<file path="src/mbm_mul.sv">
// Shared fixed-point multiplier: four 32x32 partials, then sign, shift and range check.
`default_nettype none
module mbm_mul #(
  parameter int FRAC_BITS = 60
) (
  input  logic        clk,
  input  logic        rst,
  input  logic        start,
  input  logic [63:0] a,
  input  logic [63:0] b,
  input  logic        half,
  output logic        done,
  output logic [63:0] res,
  output logic        ovf
);

  logic [63:0]         ma, mb;
  logic                neg, half_r, busy;
  logic [127:0]        acc;
  logic [2:0]          cnt;
  logic [31:0]         pa, pb;
  logic [63:0]         pp;
  logic [127:0]        pp_sh;
  logic signed [127:0] sp, sh;

  always_comb begin
    pa = cnt[0] ? ma[63:32] : ma[31:0];
    pb = cnt[1] ? mb[63:32] : mb[31:0];
    pp = pa * pb;
    case (cnt[1:0])
      2'd0:    pp_sh = {64'd0, pp};
      2'd3:    pp_sh = {pp, 64'd0};
      default: pp_sh = {32'd0, pp, 32'd0};
    endcase
    sp = neg ? $signed(128'd0 - acc) : $signed(acc);
    sh = half_r ? (sp >>> (FRAC_BITS - 1)) : (sp >>> FRAC_BITS);
  end

  always_ff @(posedge clk) begin
    if (rst) begin
      busy <= 1'b0;
      done <= 1'b0;
      cnt  <= 3'd0;
    end else begin
      done <= 1'b0;
      if (start) begin
        ma     <= a[63] ? 64'd0 - a : a;
        mb     <= b[63] ? 64'd0 - b : b;
        neg    <= a[63] ^ b[63];
        half_r <= half;
        acc    <= 128'd0;
        cnt    <= 3'd0;
        busy   <= 1'b1;
      end else if (busy) begin
        if (cnt != 3'd4) begin
          acc <= acc + pp_sh;
          cnt <= cnt + 3'd1;
        end else begin
          res  <= sh[63:0];
          ovf  <= !((sh[127:63] == '0) || (sh[127:63] == '1));
          done <= 1'b1;
          busy <= 1'b0;
        end
      end
    end
  end

endmodule
`default_nettype wire

</file>
<file path="config.mk">
export PLATFORM = sky130hd
export DESIGN_NAME = mbm_mul
export DESIGN_NICKNAME = d
export VERILOG_FILES = /design/src/mbm_mul.sv
export SDC_FILE = /design/constraint.sdc
export NUM_CORES = 2
export LEC_CHECK = 0
export ABC_AREA = 1
export ABC_CLOCK_PERIOD_IN_PS = 9900
export BUFFER_PORTS_ARGS = -buffer_cell sky130_fd_sc_hd__buf_2
export CAP_MARGIN = 20
export CORE_ASPECT_RATIO = 1.4
export CORE_MARGIN = 10
export CORE_UTILIZATION = 50
export CTS_BUF_LIST = sky130_fd_sc_hd__clkbuf_4
export DETAILED_ROUTE_END_ITERATION = 16
export PLACE_DENSITY = 0.77
export SYNTH_ARGS = -nofsm -noshare
export SYNTH_HDL_FRONTEND = slang
export SYNTH_SLANG_ARGS = --single-unit
</file>
<file path="constraint.sdc">
create_clock -name clk -period 9.9 [get_ports clk]
set_clock_uncertainty 0.1 [all_clocks]
set_input_delay 0.99 -clock clk [delete_from_list [all_inputs] [get_ports clk]]
set_output_delay 0.99 -clock clk [all_outputs]
set_load 0.02 [all_outputs]
</file>
==> reports/qor.yml <==
grt_pass1_wl_mm: 486.2
cts_inserted_buffers: 92
report.final.slew_viol_count: 0
vias_per_cell: 5.945
yosysSeqAreaShare_pct: 15.43
yosys_warnings: 0
num-nets-final: 11800
drv_cap: 0
path_buf_inv: 12
cts_num_sinks: 328
worstPathRequired_ns: 10.63
gp_congestion: 1.190
initial_core_util_pct: 50.40
grt_usage_pct: 47.27
rows: 154
syn_nets: 10119
layout_commonest_cell: "inv_1"
wirelength_mm: 346.5
tightest_slew_ns: 1.235
cp.depth: 43
cp_data_arrival_time_ns: 11.29
slowest_delay_ns: 0.62
cts_buffer_depth: 3
final_antenna_net_count: 0
outcome: "finished with violations"
fillers: 10427
post-route-period-util_pct: 106.6
ios: 198
relSlewSlack_pct: 17.36
hold_viol: 0
netlist_area_sq_um: 63520
synthDistinctLibCells: 56
ys_ff_latch: 328
antenna_found_initial: 27
min-delay-path-class: "input pin to register"
drc: 0
placed_area_sq_um: 77740
post-dp-hpwl_mm: 276.7
dr.pass1.iters: 9
synth.avg_cell_area_sq_um: 7.310
grt_max_degree: 129
wl_met1_mm: 101.3
tritoncts: "done"
fin_area_sq_um: 85550
synthCells: 8689
endpoint_kind: "register"
wl_per_cell_microns: 28.62
top_layer: "met5"
worstSetupPathType: "register to register"
setup_viol: 98
synthFlopType: "edfxtp_1"
synth-edff-count: 323
drive_gt1_share_pct: 29.57
dr.first_iter.drc_count: 8929
cts_root_buf: "clkbuf_4"
cp_slowest_cell: "fa_2"
io_buffers: 197
cts_max_level: 3
rsz0062_at_grt: "true"
synthArstFlopShare_pct: 0
die_area_sq_um: 141900
gr-total-overflow: 0
final.min_clock_period_ns: 10.55
crit_family: "adder cells"
multi_input_area_sq_um: 51150
crit_fanout: 23
clock_latency_ns: 1.10
die_height_microns: 441.7
die_w_microns: 321.2
routed-wl-met3_mm: 37.59
timing.final.ws_setup_ns: -0.6547
pre_cts_slack_ns: -1.129
final_cell_mix: "inv_1, nand2_1, buf_4"
syn_to_final_growth_pct: 34.70
failed_checks: "negative setup slack"
r2r_cells: 43
wl_met2_mm: 156.5
clk_transition_reported_paths_ns: 0.07
grt_pass1_vias: 73537
path_common_cell: "nor2_1"
fmax_mhz: 94.75
start_kind: "register"
hold_depth: 1
seq_area_sq_um: 9807
dr_total_vias: 71966
core_sq_um: 126000
## final cells by class
type | instances | area share, %
clock inverter | 46 | 0.3349
clock buffer | 122 | 1.071
multi-input combinational | 6471 | 59.79
sequential | 328 | 11.46
timing repair buffer | 1815 | 17.47
inverter | 1662 | 7.412
tap | 1638 | 2.396
antenna | 23 | 0.06727
## sequential cells by signal, summed over array words and instances, names as in the netlist, 3 cells and up
name / cells
acc: 128
cnt: 3
ma: 64
mb: 64
res: 64
## logic make-up after synthesis
logic type | count (synthesis) | share of synthesized area [%]
simple gates | 3859 | 24.80
buf+inv | 1890 | 11.21
fa+ha+maj | 1298 | 36.17
compound gates | 1091 | 9.298
flops | 328 | 15.43
xor+xnor | 221 | 3.059
mux | 2 | 0.03152
## worst reg2reg max path, delay by kind of cell (launching register included)
family	cells	cell delay, ns
AOI/OAI and AO/OA	6	1.12
adders and majority gates	10	5.05
buffers and inverters	12	1.25
DFF	1	0.40
and+or+nand+nor	15	2.41
## cells in the mapped netlist, types with 4 or more instances
library cell	number	share of area, %
buf_2	22	0.17
or2_1	4	0.039
dfxtp_1	5	0.16
nand2_1	1633	9.7
o21ai_1	56	0.44
o31ai_1	7	0.083
buf_1	18	0.11
xor2_1	160	2.2
clkbuf_1	188	1.1
nand3_2	4	0.063
nor3_1	85	0.67
clkinv_1	15	0.089
o21ai_2	21	0.29
nand3_1	241	1.9
inv_1	1623	9.6
o211ai_1	18	0.21
nor2_2	25	0.25
inv_2	24	0.14
nor4_1	41	0.40
fa_1	897	28
nor2_1	1593	9.4
o21ai_0	405	3.2
nand4_1	88	0.87
ha_1	401	7.9
o22ai_1	24	0.24
a21o_1	22	0.26
nand2_2	33	0.33
a21boi_0	6	0.071
o21bai_1	25	0.30
a31oi_1	15	0.15
a21oi_1	457	3.6
a21oi_2	5	0.069
edfxtp_1	323	15
o21a_1	19	0.22
xnor2_1	60	0.83
or2_2	68	0.67
nand3b_1	24	0.28
## per-stage QoR
| stage | util, % | setup TNS (ns) | hold WS (ns) | std cells |
|---|---|---|---|---|
| after floorplan | - | 0 | 0.3402 | 8689 |
| after global placement | 61.69 | -77.62 | 0.4337 | 11722 |
| after detailed placement | 61.69 | -75.11 | 0.4478 | 11722 |
| after CTS | 66.25 | -0.8223 | 0.02458 | 11988 |
| after global routing | 67.86 | -72.28 | 0.1075 | 12089 |
| final | 67.89 | -41.40 | 0.1183 | 12105 |
## worst paths after layout
check          from       end  slack [ns]
max reg2reg  cnt[0]  acc[123]       -0.65
max          cnt[0]  acc[123]       -0.65
min            b[0]     mb[0]        0.12
min reg2reg  cnt[2]    cnt[2]        0.47
## layer usage
metal	vias up	GRT usage, %
met5	-	0.5468
met4	12	52.42
met3	2311	14.83
met2	5401	75.89
met1	33854	45.31
li1	30388	-
## timing repair
item                       4_1_cts  5_1_grt
pin swaps                      185      155
setup endpoints to repair       99      105
hold endpoints to repair         2        0
cloned                           3        3
setup buffers                   95       88
hold buffers                     2        0
resized for setup             1009      337
Power is not shown: default switching activity piles up to over one toggle a cycle in this logic, so the estimate is an artifact.
